**src/rtl/core/psaa_pkg.sv**
```systemverilog
// ----------------------------------------------------------------------------
// psaa_pkg
// Shared types and constants for the progressive pixel sample averager.
// ----------------------------------------------------------------------------
package psaa_pkg;

	// field widths fixed by the interface
	localparam int unsigned COLOR_W = 32;
	localparam int unsigned COUNT_W = 16;
	localparam int unsigned BYTE_W  = 8;
	localparam int unsigned QUO_W   = 32;
	localparam int unsigned CNT_IT_W = 5;

	localparam logic [COUNT_W-1:0] COUNT_MAX = 16'hFFFF;
	localparam logic [BYTE_W-1:0]  ALPHA_OPAQUE = 8'hFF;
	localparam logic [BYTE_W-1:0]  BYTE_MAX = 8'hFF;

	// item operation codes
	localparam logic OP_ADD  = 1'b0;
	localparam logic OP_LOAD = 1'b1;

	// channel codes
	typedef logic [1:0] chan_t;
	localparam chan_t CH_RED   = 2'd0;
	localparam chan_t CH_GREEN = 2'd1;
	localparam chan_t CH_BLUE  = 2'd2;

	// sequencer states
	typedef enum logic [1:0] {
		ST_IDLE,
		ST_START,
		ST_WAIT,
		ST_EMIT
	} state_t;

	// divider handshake
	typedef struct packed {
		logic start;
	} div_req_t;

	typedef struct packed {
		logic done;
	} div_rsp_t;

endpackage

```
**src/rtl/core/psaa_div.sv**
```systemverilog
// ----------------------------------------------------------------------------
// psaa_div
// Radix-2 restoring divider: wide sum over a 16-bit count, 32-bit saturated
// quotient, one quotient bit per cycle.
// ----------------------------------------------------------------------------
module psaa_div #(
	parameter int unsigned SUM_WIDTH = 48
) (
	input  logic                            clk,
	input  logic                            arst_n,
	input  psaa_pkg::div_req_t              req,
	input  logic [SUM_WIDTH-1:0]            dividend,
	input  logic [psaa_pkg::COUNT_W-1:0]    divisor,
	output psaa_pkg::div_rsp_t              rsp,
	output logic [psaa_pkg::QUO_W-1:0]      quotient
);

	localparam int unsigned HI_W  = SUM_WIDTH - psaa_pkg::QUO_W;
	localparam int unsigned CMP_W = (HI_W > psaa_pkg::COUNT_W) ? HI_W : psaa_pkg::COUNT_W;
	localparam int unsigned CW    = psaa_pkg::COUNT_W;
	localparam int unsigned QW    = psaa_pkg::QUO_W;

	logic                              busy_q;
	logic                              done_q;
	logic [psaa_pkg::CNT_IT_W-1:0]     cnt_q;
	logic [CW-1:0]                     rem_q;
	logic [QW-1:0]                     lo_q;

	logic [HI_W-1:0]                   hi;
	logic                              over;
	logic [CW:0]                       trial;
	logic [CW:0]                       diff;
	logic                              ge;

	// quotient overflows 32 bits when the upper sum bits reach the divisor
	assign hi   = dividend[SUM_WIDTH-1:QW];
	assign over = CMP_W'(hi) >= CMP_W'(divisor);

	// one restoring step
	assign trial = {rem_q, lo_q[QW-1]};
	assign ge    = trial >= {1'b0, divisor};
	assign diff  = trial - {1'b0, divisor};

	// control
	always_ff @(posedge clk or negedge arst_n) begin
		if (!arst_n) begin
			busy_q <= 1'b0;
			done_q <= 1'b0;
			cnt_q  <= '0;
		end else begin
			done_q <= 1'b0;
			if (req.start) begin
				cnt_q <= '0;
				if (over) begin
					busy_q <= 1'b0;
					done_q <= 1'b1;
				end else begin
					busy_q <= 1'b1;
				end
			end else if (busy_q) begin
				cnt_q <= cnt_q + 1'b1;
				if (cnt_q == psaa_pkg::CNT_IT_W'(QW - 1)) begin
					busy_q <= 1'b0;
					done_q <= 1'b1;
				end
			end
		end
	end

	// remainder and shifting dividend / quotient
	always_ff @(posedge clk) begin
		if (req.start) begin
			if (over) begin
				lo_q <= '1;
			end else begin
				lo_q  <= dividend[QW-1:0];
				rem_q <= CW'(hi);
			end
		end else if (busy_q) begin
			rem_q <= ge ? diff[CW-1:0] : trial[CW-1:0];
			lo_q  <= {lo_q[QW-2:0], ge};
		end
	end

	assign rsp.done = done_q;
	assign quotient = lo_q;

endmodule

```
**src/rtl/core/pixel_sample_accumulate_average.sv**
```systemverilog
// ----------------------------------------------------------------------------
// pixel_sample_accumulate_average
// Per-pixel progressive sample accumulator: saturating channel sums, count,
// averages by a shared iterative divider and an ABGR8888 pixel word.
// ----------------------------------------------------------------------------
//  channel | handshake            | payload
//  --------+----------------------+------------------------------------------
//  in      | in_valid / in_stall  | op, red, green, blue, load_count
//  out     | out_valid / out_stall| avg_red, avg_green, avg_blue,
//          |                      | sample_count, pixel_word, count_full
//
// A load item gives no result. After an add item in_stall stays high while
// the shared radix-2 divider runs in turn for the three channels, each as a
// start, the 32 quotient bits and a done, or a start and a done for a channel
// whose average saturates, and then while the emit state waits on a stalled
// result. The next item is taken in idle while the result waits in the
// output register. Reset clears the sums, the count and all control state.
// ----------------------------------------------------------------------------
module pixel_sample_accumulate_average #(
	parameter int unsigned FRAC_BITS = 12,
	parameter int unsigned SUM_WIDTH = 48
) (
	input  logic                         clk,
	input  logic                         arst_n,
	input  logic                         in_valid,
	output logic                         in_stall,
	input  logic                         op,
	input  logic [psaa_pkg::COLOR_W-1:0] red,
	input  logic [psaa_pkg::COLOR_W-1:0] green,
	input  logic [psaa_pkg::COLOR_W-1:0] blue,
	input  logic [psaa_pkg::COUNT_W-1:0] load_count,
	output logic                         out_valid,
	input  logic                         out_stall,
	output logic [psaa_pkg::COLOR_W-1:0] avg_red,
	output logic [psaa_pkg::COLOR_W-1:0] avg_green,
	output logic [psaa_pkg::COLOR_W-1:0] avg_blue,
	output logic [psaa_pkg::COUNT_W-1:0] sample_count,
	output logic [psaa_pkg::COLOR_W-1:0] pixel_word,
	output logic                         count_full
);

	localparam int unsigned CW = psaa_pkg::COLOR_W;
	localparam int unsigned BW = psaa_pkg::BYTE_W;
	localparam int unsigned PW = FRAC_BITS + BW;

	psaa_pkg::state_t               state_q, state_nxt;
	psaa_pkg::chan_t                chan_q;
	logic [SUM_WIDTH-1:0]           sum_q [3];
	logic [psaa_pkg::COUNT_W-1:0]   count_q;
	logic                           full_q;
	logic [CW-1:0]                  avg_q [3];
	logic [BW-1:0]                  byte_q [3];

	logic [CW-1:0]                  in_ch [3];
	logic [SUM_WIDTH:0]             add_ch [3];
	logic [SUM_WIDTH-1:0]           sat_ch [3];
	logic                           accept;
	logic                           emit;
	logic                           out_free;

	psaa_pkg::div_req_t             div_req;
	psaa_pkg::div_rsp_t             div_rsp;
	logic [SUM_WIDTH-1:0]           div_dividend;
	logic [CW-1:0]                  quo;
	logic [PW-1:0]                  prod;
	logic [BW-1:0]                  quo_byte;

	logic                           out_valid_q;
	logic [CW-1:0]                  out_avg_q [3];
	logic [psaa_pkg::COUNT_W-1:0]   out_count_q;
	logic                           out_full_q;
	logic [BW-1:0]                  out_byte_q [3];

	assign in_ch[0] = red;
	assign in_ch[1] = green;
	assign in_ch[2] = blue;

	// saturating channel adds
	always_comb begin
		for (int i = 0; i < 3; i++) begin
			add_ch[i] = {1'b0, sum_q[i]} + (SUM_WIDTH + 1)'(in_ch[i]);
			sat_ch[i] = add_ch[i][SUM_WIDTH] ? '1 : add_ch[i][SUM_WIDTH-1:0];
		end
	end

	assign accept   = in_valid && !in_stall;
	assign out_free = !out_valid_q || !out_stall;

	// sequencer state register
	always_ff @(posedge clk or negedge arst_n) begin
		if (!arst_n) begin
			state_q <= psaa_pkg::ST_IDLE;
		end else begin
			state_q <= state_nxt;
		end
	end

	// next state and sequencer outputs
	always_comb begin
		state_nxt     = state_q;
		in_stall      = 1'b1;
		div_req.start = 1'b0;
		emit          = 1'b0;
		case (state_q)
			psaa_pkg::ST_IDLE: begin
				in_stall = 1'b0;
				if (in_valid && op == psaa_pkg::OP_ADD) begin
					state_nxt = psaa_pkg::ST_START;
				end
			end
			psaa_pkg::ST_START: begin
				div_req.start = 1'b1;
				state_nxt     = psaa_pkg::ST_WAIT;
			end
			psaa_pkg::ST_WAIT: begin
				if (div_rsp.done) begin
					state_nxt = (chan_q == psaa_pkg::CH_BLUE) ?
						psaa_pkg::ST_EMIT : psaa_pkg::ST_START;
				end
			end
			psaa_pkg::ST_EMIT: begin
				if (out_free) begin
					emit      = 1'b1;
					state_nxt = psaa_pkg::ST_IDLE;
				end
			end
			default: begin
				state_nxt = psaa_pkg::ST_IDLE;
			end
		endcase
	end

	// accumulator state
	always_ff @(posedge clk or negedge arst_n) begin
		if (!arst_n) begin
			for (int i = 0; i < 3; i++) begin
				sum_q[i] <= '0;
			end
			count_q <= '0;
			full_q  <= 1'b0;
		end else if (accept) begin
			if (op == psaa_pkg::OP_LOAD) begin
				for (int i = 0; i < 3; i++) begin
					sum_q[i] <= SUM_WIDTH'(in_ch[i]);
				end
				count_q <= load_count;
			end else if (count_q == psaa_pkg::COUNT_MAX) begin
				full_q <= 1'b1;
			end else begin
				for (int i = 0; i < 3; i++) begin
					sum_q[i] <= sat_ch[i];
				end
				count_q <= count_q + 1'b1;
				full_q  <= 1'b0;
			end
		end
	end

	// channel pointer
	always_ff @(posedge clk or negedge arst_n) begin
		if (!arst_n) begin
			chan_q <= psaa_pkg::CH_RED;
		end else if (accept) begin
			chan_q <= psaa_pkg::CH_RED;
		end else if (state_q == psaa_pkg::ST_WAIT && div_rsp.done) begin
			chan_q <= chan_q + 1'b1;
		end
	end

	// shared divider
	always_comb begin
		case (chan_q)
			psaa_pkg::CH_RED:   div_dividend = sum_q[0];
			psaa_pkg::CH_GREEN: div_dividend = sum_q[1];
			default:            div_dividend = sum_q[2];
		endcase
	end

	psaa_div #(
		.SUM_WIDTH (SUM_WIDTH)
	) u_div (
		.clk      (clk),
		.arst_n   (arst_n),
		.req      (div_req),
		.dividend (div_dividend),
		.divisor  (count_q),
		.rsp      (div_rsp),
		.quotient (quo)
	);

	// average to 8-bit channel: 255 at or above 1.0, else floor(avg * 255)
	assign prod     = (PW'(quo[FRAC_BITS-1:0]) << BW) - PW'(quo[FRAC_BITS-1:0]);
	assign quo_byte = (quo >= (CW'(1) << FRAC_BITS)) ? psaa_pkg::BYTE_MAX :
		prod[PW-1:FRAC_BITS];

	// per-channel results
	always_ff @(posedge clk) begin
		if (state_q == psaa_pkg::ST_WAIT && div_rsp.done) begin
			avg_q[chan_q]  <= quo;
			byte_q[chan_q] <= quo_byte;
		end
	end

	// output register
	always_ff @(posedge clk or negedge arst_n) begin
		if (!arst_n) begin
			out_valid_q <= 1'b0;
		end else if (emit) begin
			out_valid_q <= 1'b1;
		end else if (!out_stall) begin
			out_valid_q <= 1'b0;
		end
	end

	always_ff @(posedge clk) begin
		if (emit) begin
			for (int i = 0; i < 3; i++) begin
				out_avg_q[i]  <= avg_q[i];
				out_byte_q[i] <= byte_q[i];
			end
			out_count_q <= count_q;
			out_full_q  <= full_q;
		end
	end

	assign out_valid    = out_valid_q;
	assign avg_red      = out_avg_q[0];
	assign avg_green    = out_avg_q[1];
	assign avg_blue     = out_avg_q[2];
	assign sample_count = out_count_q;
	assign count_full   = out_full_q;
	assign pixel_word   = {psaa_pkg::ALPHA_OPAQUE, out_byte_q[2], out_byte_q[1], out_byte_q[0]};

endmodule
```
**config.mk**
```make
export PLATFORM = sky130hd
export DESIGN_NAME = pixel_sample_accumulate_average
export DESIGN_NICKNAME = d
export VERILOG_FILES = /design/src/rtl/core/psaa_pkg.sv /design/src/rtl/core/psaa_div.sv /design/src/rtl/core/pixel_sample_accumulate_average.sv
export SDC_FILE = /design/constraint.sdc
export NUM_CORES = 1
export LEC_CHECK = 0
export BUFFER_PORTS_ARGS = -buffer_cell sky130_fd_sc_hd__buf_2
export CAP_MARGIN = 15
export CORE_UTILIZATION = 55
export CTS_BUF_LIST = sky130_fd_sc_hd__clkbuf_2
export DETAILED_ROUTE_END_ITERATION = 8
export HOLD_SLACK_MARGIN = 0.08
export PLACE_DENSITY = 0.78
export SLEW_MARGIN = 10
export SYNTH_ARGS = -nofsm -noshare
export SYNTH_HDL_FRONTEND = slang
export SYNTH_HIERARCHICAL = 1
export SYNTH_SLANG_ARGS = --single-unit
```
**constraint.sdc**
```tcl
create_clock -name clk -period 24.6 [get_ports clk]
set_clock_uncertainty 0.05 [all_clocks]
set_input_delay 4.92 -clock clk [delete_from_list [all_inputs] [get_ports clk]]
set_output_delay 4.92 -clock clk [all_outputs]
set_load 0.05 [all_outputs]
```
==> out/metrics.cfg <==
[finish]
areaGrowthSynthToFinish_pct=10.22
final_cell_mix=edfxtp_1, nand2_1, buf_2
nets=3056
final_common_cell=edfxtp_1
layout-drive-gt1-share=0.1870

[sta]
setup_viol=0
tns_ns=0
tightest_slew_ns=1.180
post-route-min-period_ns=7.314
fmax_mhz=136.7
finalHoldViolations=0
maxSlewViolCount=0
relSlewSlack=0.2121
rsz0062_at_grt=no
finalCritPeriodShare=0.2973

[setup_path]
endpoint_kind=output port
cp_data_arrival_time_ns=2.34
critPathMaxStageDelay_ns=0.57
worst_path_max_delay_cell=dfrtp_1
r2r_start=chan_q[0]$_DFFE_PN0P_
crit_type=flip-flop to output port
cp_data_required_time_ns=19.63
cp_max_fo=13
worst_setup_path_start_kind=flip-flop
worst-path-buf-inv=1
r2r-end=u_div/rem_q[15]$_DFFE_PP_
reg2reg_depth=14
reg2reg_slack_ns=20.20
path_delay_family=flip-flops
path_cells=or2_2 > buf_2

[global_route]
grt_pass1_vias=21340
grt_max_degree=100
grt_pass1_wl_um=116400
grtUsageTotal=0.3002
grt_overflow_total=0
antenna_found_initial=15

[logic_synthesis]
synth-seq-cells=478
async_reset_ff_frac=0.3619
yosysSeqAreaShare=0.5102
ys_types=105
ys.flop_type=edfxtp_1
syn_inst=2535
synth.avg_cell_area_um2=10.43
synthesis.area_mm2=0.02644
synth_edf_count=305
synth_warnings=6

[power]
power.switching_mw=1.690
switching_share=0.4572
total_power_mw=3.696
p_int_mw=2.006
power_frac_seq=0.357
power_frac_comb=0.500
p_per_area_mw_per_mm2=126.8
p_leak_nw=11.81
ir_drop_uv=58.42
clkPwrFrac=0.142

[placed_design]
hpwl_um=51980
gp_congestion=0.9810
port_buffers=255

[worst_hold_path]
min_path_cells=0
holdPathEnd=out_avg_q[0][46]$_DFFE_PP_
hold_class=flip-flop to flip-flop
min-delay-start=avg_q[1][14]$_DFFE_PP_

[detailed_routing]
drc=0
first_pass_iters=5
wl_um=74100
dr_total_vias=22060
antenna_left=0
viasPerCell=6.289
drtIter0Drc=2117
wl_per_cell_um=21.13

[cts]
numCtsBuffers=117
clockRootBuffer=clkbuf_2
clk_path_buf_depth=3
cts_hold_buf=0
clock_latency_ns=1.18
ctsResizeCount=0
clock_sinks=478
clk_pin_slew_ns=0.11
postCtsSetupBuffers=0
cts_tree=yes
htree_levels=3

[floorplan]
die_w_um=221.2
core_mm2=0.04695
fp.dieH_um=221.2
start_util=0.5631
pin_count=264
num_rows=79
die_area_mm2=0.04895

[status]
status=finished, final reports clean

[flow_run]
cap_viol_max_count=0

==> worst reg2reg max path, cell delays in order, from the launching register on <==
cell     delay [ns]
dfrtp_1        0.41
inv_1          0.12
ha_1           0.17
buf_4          0.49
nor2_2         0.08
buf_4          0.32
nand2_1        0.14
nand2_1        0.08
ha_1           0.35
a211o_1        0.30
a21o_1         0.16
a21oi_1        0.28
a31oi_2        0.13
buf_4          0.27
nand2_1        0.66
==> power by group through the flow <==
stage	clock (mW)	combinational (mW)	sequential, mW
floorplan	0	1.34	1.34
global placement	0	1.75	1.32
detailed placement	0	1.80	1.33
CTS	0.542	1.81	1.31
global route	0.583	2.02	1.34
finish	0.526	1.85	1.32
==> sequential cells by signal, indices dropped and copies added, names as in the netlist <==
name / cells
out_valid: 1
chan_q: 2
count_full: 1
sum_q: 144
u_div/cnt_q: 5
state_q: 2
full_q: 1
out_avg_q: 96
count_q: 16
u_div/rem_q: 16
u_div/quotient: 32
u_div/rsp: 1
u_div/busy_q: 1
byte_q: 24
out_byte_q: 24
sample_count: 16
avg_q: 96
==> layout make-up <==
class	count	area, µm²
Multi-Input combinational cell	1858	12090
Fill cell	3842	17810
Timing Repair Buffer	273	1418
Clock buffer	179	895.9
Tap cell	607	759.5
Antenna cell	7	17.52
Clock inverter	36	193.9
Inverter	69	272.8
Sequential cell	478	13490
==> worst max path at each step <==
stage                                 from                endpoint  slack [ns]  cells past startpoint
finish              state_q[1]$_DFFE_PN0P_                in_stall       17.29                      2
detailed placement                green[0]   sum_q[66]$_DFFE_PN0P_       16.31                     13
global route        state_q[1]$_DFFE_PN0P_                in_stall       17.20                      2
floorplan                        out_stall    count_full$_DFFE_PP_       12.30                      1
global placement                    red[0]  sum_q[138]$_DFFE_PN0P_       16.39                     13
CTS                 state_q[1]$_DFFE_PN0P_                in_stall       17.18                      2
==> routing by layer <==
| layer | share of wire | track usage |
|---|---|---|
| met5 | 0.0013 | 0 |
| met4 | 0.024 | 0.1090 |
| met3 | 0.099 | 0.06493 |
| met2 | 0.46 | 0.4700 |
| met1 | 0.42 | 0.4116 |
==> per-stage QoR <==
| stage | std cells | setup WS, ns | cell area, µm² | hold WS [ns] | util |
|---|---|---|---|---|---|
| 6_report | 3507 | 17.29 | 29140 | 0.3680 | 0.6206 |
| 3_3_place_gp | 3285 | 16.39 | 28030 | 0.3511 | 0.5970 |
| 2_1_floorplan | 2542 | 12.30 | 26460 | 0.3503 | - |
| 5_1_grt | 3505 | 17.20 | 29130 | 0.3478 | 0.6205 |
| 4_1_cts | 3500 | 17.18 | 29120 | 0.3570 | 0.6203 |
| 3_5_place_dp | 3285 | 16.31 | 28030 | 0.3545 | 0.5970 |
==> cells in the mapped netlist (22+ instances only) <==
cell type | count | area share
a211oi_1 | 28 | 0.0080
a21o_1 | 51 | 0.014
a21oi_1 | 170 | 0.032
a22oi_1 | 51 | 0.014
a31oi_1 | 41 | 0.0097
and2_1 | 22 | 0.0052
and3_1 | 35 | 0.0083
buf_2 | 32 | 0.0061
clkbuf_1 | 78 | 0.011
dfrtp_1 | 173 | 0.16
edfxtp_1 | 305 | 0.35
ha_1 | 138 | 0.065
inv_1 | 67 | 0.0095
nand2_1 | 301 | 0.043
nand3_1 | 74 | 0.014
nand4_1 | 28 | 0.0066
nor2_1 | 152 | 0.022
nor3_1 | 84 | 0.016
o211ai_1 | 54 | 0.015
o21ai_0 | 163 | 0.031
o21bai_1 | 23 | 0.0065
o22a_1 | 31 | 0.010
o22ai_1 | 33 | 0.0078
xnor2_1 | 58 | 0.019
xor2_1 | 43 | 0.014
==> logic make-up after synthesis <==
| family | after synthesis | share of synthesized area |
|---|---|---|
| and+or+nand+nor | 798 | 0.1429 |
| buffers and inverters | 206 | 0.03521 |
| xor gates and xnor gates | 101 | 0.03346 |
| AOI/OAI and AO/OA | 798 | 0.2055 |
| muxes | 11 | 0.004212 |
| other | 1 | 0.0001418 |
| DFF | 478 | 0.5102 |
| adders and majority gates | 142 | 0.06834 |
Note: power is estimated with default switching activity, not from simulation.
